### config.mk
export PLATFORM = sky130hd
export DESIGN_NAME = qgsu_cmac
export DESIGN_NICKNAME = d
export VERILOG_FILES = /design/src/hdl/qgsu_pkg.sv /design/src/hdl/qgsu_cmac.sv
export SDC_FILE = /design/constraint.sdc
export NUM_CORES = 2
export LEC_CHECK = 0
export BUFFER_PORTS_ARGS = -buffer_cell sky130_fd_sc_hd__buf_2
export CAP_MARGIN = 20
export CORE_ASPECT_RATIO = 2
export CORE_UTILIZATION = 32
export DETAILED_ROUTE_END_ITERATION = 10
export SYNTH_ARGS = -nofsm -noshare
export SYNTH_HDL_FRONTEND = slang
export SYNTH_SLANG_ARGS = --single-unit
### constraint.sdc
create_clock -name clk -period 9.7 [get_ports clk]
set_clock_uncertainty 0.2 [all_clocks]
set_input_delay 0.485 -clock clk [delete_from_list [all_inputs] [get_ports clk]]
set_output_delay 0.485 -clock clk [all_outputs]
set_load 0.03 [all_outputs]
### src/hdl/qgsu_pkg.sv
// shared types, constants and helpers for the qubit gate state update core
package qgsu_pkg;

  localparam int NUM_QUBITS = 10;
  localparam int AMP_WIDTH  = 16;
  localparam int DIM        = 1 << NUM_QUBITS;
  localparam int IDX_W      = NUM_QUBITS;
  localparam int FRAC       = 14;
  localparam int ACC_W      = 40;

  localparam logic [1:0] OP_WRITE = 2'd0;
  localparam logic [1:0] OP_APPLY = 2'd1;
  localparam logic [1:0] OP_RESET = 2'd2;
  localparam logic [1:0] OP_READ  = 2'd3;

  // input tdata layout, highest bit first
  typedef struct packed {
    logic [9:0]         basis_index;
    logic signed [15:0] sin_half;
    logic signed [15:0] cos_half;
    logic               rotate;
    logic [3:0]         target_b;
    logic [3:0]         target_a;
    logic [1:0]         arity;
    logic signed [15:0] entry_im;
    logic signed [15:0] entry_re;
    logic [1:0]         col;
    logic [1:0]         row;
    logic [1:0]         operation;
  } in_item_t;

  // round half up by FRAC bits, saturate to 16 bits signed
  function automatic logic signed [15:0] rnd_sat(input logic signed [ACC_W-1:0] v);
    logic signed [ACC_W-1:0] t;
    t = (v + (ACC_W'(1) <<< (FRAC - 1))) >>> FRAC;
    if (t > ACC_W'(32767)) rnd_sat = 16'sh7fff;
    else if (t < -ACC_W'(32768)) rnd_sat = 16'sh8000;
    else rnd_sat = t[15:0];
  endfunction

endpackage

### src/hdl/qgsu_cmac.sv
// shared complex multiply-accumulate unit, one complex product per cycle while en is high
module qgsu_cmac (
  input  logic                                 clk,
  input  logic                                 clr,
  input  logic                                 en,
  input  logic signed [15:0]                   a_re,
  input  logic signed [15:0]                   a_im,
  input  logic signed [15:0]                   b_re,
  input  logic signed [15:0]                   b_im,
  output logic signed [qgsu_pkg::ACC_W-1:0]    acc_re,
  output logic signed [qgsu_pkg::ACC_W-1:0]    acc_im
);
  import qgsu_pkg::*;

  logic signed [ACC_W-1:0] acc_re_r, acc_im_r;
  logic signed [ACC_W-1:0] p_re, p_im;
  logic signed [31:0]      p_rr, p_ii, p_ri, p_ir;

  // full 32-bit partial products, combined at accumulator width
  always_comb begin
    p_rr = a_re * b_re;
    p_ii = a_im * b_im;
    p_ri = a_re * b_im;
    p_ir = a_im * b_re;
    p_re = ACC_W'(p_rr) - ACC_W'(p_ii);
    p_im = ACC_W'(p_ri) + ACC_W'(p_ir);
  end

  // accumulator
  always_ff @(posedge clk) begin
    if (clr) begin
      acc_re_r <= '0;
      acc_im_r <= '0;
    end else if (en) begin
      acc_re_r <= acc_re_r + p_re;
      acc_im_r <= acc_im_r + p_im;
    end
  end

  assign acc_re = acc_re_r;
  assign acc_im = acc_im_r;
endmodule

[Yosys cells after proc, flatten, opt, wreduce, memory -nomap -nowiden]
Index checks and enable logic that the tools add are counted.
Cells by class
  add/subtract/negate cells: 4
  $mul: 4
Operator list (count)
  $mul 16x16->32: 4
  $add 40x33->40: 2
  $add 32x32->33: 1
  $sub 32x32->33: 1
Word-level totals
  register bits after elaboration: 80
  output and inout port bits: 80
  word-level logic and storage cells: 10

[Logic depth before layout (Yosys ltp)]
  depth in word-level cells: 3
  depth in mapped cells: 30
  gate-level depth less buffers: 27

[Worst setup path before layout]
Ideal clock, no wire load.
  path kind: input-to-reg
  start: input b_im[0]
  end: register acc_im_r[28] (netlist: acc_im[28])
  library setup time: 0.117 ns
  arrival: 8.116 ns
  required time: 9.383 ns
  slack: 1.267 ns
  stages: 27
  cells stage by stage: clkbuf_1 nand2_1 inv_1 fa_1 inv_1 fa_1 inv_1 fa_1 fa_1 fa_1 inv_1 fa_1 inv_1 fa_1 inv_1 fa_1 inv_1 ha_1 a21oi_1 o21ai_0 a221oi_2 o41ai_2 a21o_1 a2111o_1 a41oi_2 xnor2_1 a22o_1
On the way
  word-level cells in the longest chain between the ends: 3
Ends and longest elaborated chain
  from (decl): RTL line qgsu_cmac.sv:9  | input logic signed [15:0] b_im,
  $mul 16x16->32: RTL line qgsu_cmac.sv:23  | p_ri = a_re * b_im;
  $add 32x32->33: RTL line qgsu_cmac.sv:26  | p_im = ACC_W'(p_ri) + ACC_W'(p_ir);
  $add 40x33->40: RTL line qgsu_cmac.sv:36  | acc_im_r <= acc_im_r + p_im;
  to (signal assigned): RTL line qgsu_cmac.sv:36
  to (decl): RTL line qgsu_cmac.sv:15  | logic signed [ACC_W-1:0] acc_re_r, acc_im_r;
Every way passes these cells.
A chain may end at the register's enable or synchronous reset.

[Worst setup path in the final report]
  start: input b_im[3]
  end: register acc_im_r[39] (netlist: acc_im[39])
Same word-level chain as after synthesis.

==> summary.md <==
| Metric | Value |
|---|---|
| Drt pass-1 iters | 6 |
| Kind of start point of the critical path | primary input |
| Global route overflow | 0 |
| Core Region | 152,000 sq um |
| Port bufs | 146 |
| Post-Synth XOR/XNOR Area | 0.0161 |
| Post-detail-place hpwl | 111,000 um |
| Routed length per instance | 18.6 um |
| DRT iter0 DRCs | 1,515 |
| Total number of vias | 33,500 |
| Fraction of layout cells with a size suffix above 1 | 0.0438 |
| First-pass GRT wire length | 214,000 um |
| Endpoints failing setup | 0 |
| Final Wtd Congestion | 0.851 |
| Setup TNS | 0 ps |
| TritonCTS clock tree | yes |
| Compound-gate portion of the synthesized area | 0.0344 |
| Rel. slew slack | 0.278 |
| Hold Buf Count CTS | 0 |
| DIE HEIGHT | 555 um |
| Yosys cell types | 68 |
| GR Util All Layers | 0.183 |
| H-tree Lvls | 3 |
| CTS Buf Count | 9 |
| Sequential fraction of the synthesis area | 0.0328 |
| Die footprint | 154,000 sq um |
| Initial antenna violation count | 27 |
| Fillers | 15,700 |
| Worst-Margin Slew | 1080 ps |
| DR DRC count | 0 |
| CP required | 9870 ps |
| Clk root buf | clkbuf_16 |
| HP Class | primary input to register |
| Clk pin slew, worst setup/hold paths | 80 ps |
| GRT met1 Usage | 0.181 |
| Post-DRT Antenna Nets | 0 |
| Synthesized area | 48,900 sq um |
| I/O Pins | 147 |
| Synthesized area per cell | 9.47 sq um |
| GR peak layer | met2 |
| Initial Util | 0.322 |
| Post-synth EDFFs | 0 |
| # Post-CTS Setup Buffers | 0 |
| Period utilisation layout | 0.864 |
| Synth warn | 0 |
| Post-Synth Adder-Cell Area | 0.655 |
| Max FO, Critical Path | 32 |
| Slew Limit Fails | 0 |
| Critical Path End Type | register |
| Drt total wl | 132,000 um |
| Largest net degree at the start of global routing | 49 |
| Clk Latency, worst-skew pair | 430 ps |
| Clock sinks | 80 |
| Most used DFF post-synth | dfxtp_1 |
| Synth async-reset ratio | 0 |
| Cells after Synth | 5,165 |
| Clk buf depth | 2 |
| Largest family of logic cells by synthesized area | adder cells |
| Max-Cap Viols | 0 |
| Vias in the first global route | 39,300 |
| Data arrival time of the critical path | 8550 ps |
| Nets@finish | 6,942 |
| RSZ-0062 raised after global routing | no |
| Min cycle time layout | 8380 ps |
| Cell Rows | 202 |
| Hold_sp | clr |
| Simple-Gate Fraction of Synth Area | 0.118 |
| Final Hold Vio Count | 0 |
| Met2 usage | 0.365 |
| FMAX | 119 MHz |
| Reg2Reg Launch Point | acc_im[9] |
| Syn_nets | 6,956 |
| Yosys reg bits | 80 |
| Critical path origin | b_im[3] |
| Die width | 278 um |
| Post-cts gate resize count | 0 |
| CP Class | primary input to register |
| M3 GR Usage | 0.0238 |
| Layout area overhead | 6.09% |
| Status | finished, final reports clean |
| Multiplexer share of the synthesized area | 0.00719 |
| Drt via density | 4.71 |
==> cells in the mapped netlist (4+ instances only) <==
library cell / instances / area (sq um)
nand3_1: 13 / 65.1
a22o_1: 4 / 35.0
o21a_1: 12 / 90.1
o211ai_1: 7 / 52.6
dfxtp_1: 80 / 1600
nand2_1: 622 / 2330
a311oi_1: 5 / 43.8
clkbuf_1: 206 / 773
a21oi_1: 68 / 340
xor2_1: 29 / 254
and2_1: 398 / 2490
o21ai_0: 12 / 60.1
nand2b_1: 33 / 206
o22ai_1: 11 / 68.8
nand4_1: 4 / 25.0
nor2b_1: 5 / 31.3
a21o_1: 38 / 285
a211oi_1: 11 / 82.6
or2_2: 4 / 25.0
inv_1: 1562 / 5860
fa_1: 1391 / 27800
ha_1: 333 / 4170
xnor2_1: 61 / 534
o21bai_1: 12 / 90.1
nor3_1: 11 / 55.1
a31oi_1: 4 / 25.0
mux2i_1: 34 / 340
nor2_1: 109 / 409
o21ai_1: 30 / 150
and3_1: 9 / 56.3
==> through the flow <==
| stage | setup WS, ps | instance area, sq um | instances | utilization | hold WS [ps] |
|---|---|---|---|---|---|
| 2_1_floorplan | 1270 | 48900 | 5165 | - | 379 |
| 3_3_place_gp | 1000 | 51600 | 7078 | 0.340 | 271 |
| 3_5_place_dp | 843 | 51600 | 7078 | 0.340 | 268 |
| 4_1_cts | 1300 | 51800 | 7094 | 0.342 | 148 |
| 5_1_grt | 815 | 51900 | 7100 | 0.342 | 173 |
| 6_report | 1320 | 51900 | 7103 | 0.342 | 163 |
==> worst paths after layout <==
path / end / slack [ps] / cells after the start
max reg2reg: acc_im[31] / 1970 / 24
min: acc_im[35] / 160 / 2
min reg2reg: acc_re[24] / 290 / 2
max: acc_im[39] / 1320 / 24
==> flip-flops by register name, summed over array words and instances (netlist names) <==
name	cells
acc_re	40
acc_im	40
==> critical path, stage by stage <==
cell	delay (ps)
buf_2	600
nand2_1	220
fa_1	940
buf_4	350
fa_1	450
inv_1	80
fa_1	450
fa_1	580
fa_1	460
fa_1	510
fa_1	500
inv_1	60
fa_1	470
inv_1	40
ha_1	350
and3_4	200
and2_1	160
a221o_1	330
a21oi_2	150
nor3b_2	170
a31o_2	220
o21bai_1	90
or4_1	480
a31oi_1	170
==> per-layer routing <==
| layer | wire (um) | up-vias |
|---|---|---|
| met1 | 42400 | 17900 |
| met4 | 7200 | 34 |
| met2 | 77300 | 760 |
| met5 | 219 | - |
| li1 | - | 14500 |
| met3 | 5070 | 284 |
==> placed cells by master (no fill, tap or decap), types with 5 or more instances in the layout <==
cell type / Yosys / layout
o21ai_1: 30 / 30
nand3_1: 13 / 13
nor3_1: 11 / 11
buf_2: 0 / 145
and2_1: 398 / 398
a311oi_1: 5 / 5
o22ai_1: 11 / 11
o21a_1: 12 / 12
o21bai_1: 12 / 12
xnor2_1: 61 / 61
mux2i_1: 34 / 34
o21ai_0: 12 / 12
and3_1: 9 / 9
nor2b_1: 5 / 5
xor2_1: 29 / 29
nand2_1: 622 / 622
ha_1: 333 / 333
inv_1: 1562 / 1562
a21o_1: 38 / 38
dfxtp_1: 80 / 80
nand2b_1: 33 / 33
nor2_1: 109 / 108
clkbuf_16: 0 / 9
a21oi_1: 68 / 68
diode_2: 0 / 9
fa_1: 1391 / 1391
buf_4: 0 / 41
o211ai_1: 7 / 7
a211oi_1: 11 / 11
==> logic make-up (layout without fill, tap and decap cells) <==
logic type | after synthesis | after routing
fa+ha+maj | 1724 | 1724
other cells | 0 | 9
simple gates | 1216 | 1216
buf+inv | 1774 | 1765
flops | 80 | 80
mux | 35 | 35
compound gates | 246 | 246
xor+xnor | 90 | 90
==> layout make-up <==
cell class	count	area, sq um	share of cell area
diodes	9	22.5	0.000434
clock buffers	10	239	0.00461
clock inverters	6	51.3	0.000989
inverters	1562	5860	0.113
multi-input cells	3311	40600	0.783
flip-flops and latches	80	1600	0.0309
well taps	1938	2420	0.0468
repair buffers	187	1050	0.0203
Power is left out: the tool's default activity adds up to more than one toggle a clock period on the data nets, which glitch-free logic cannot reach.
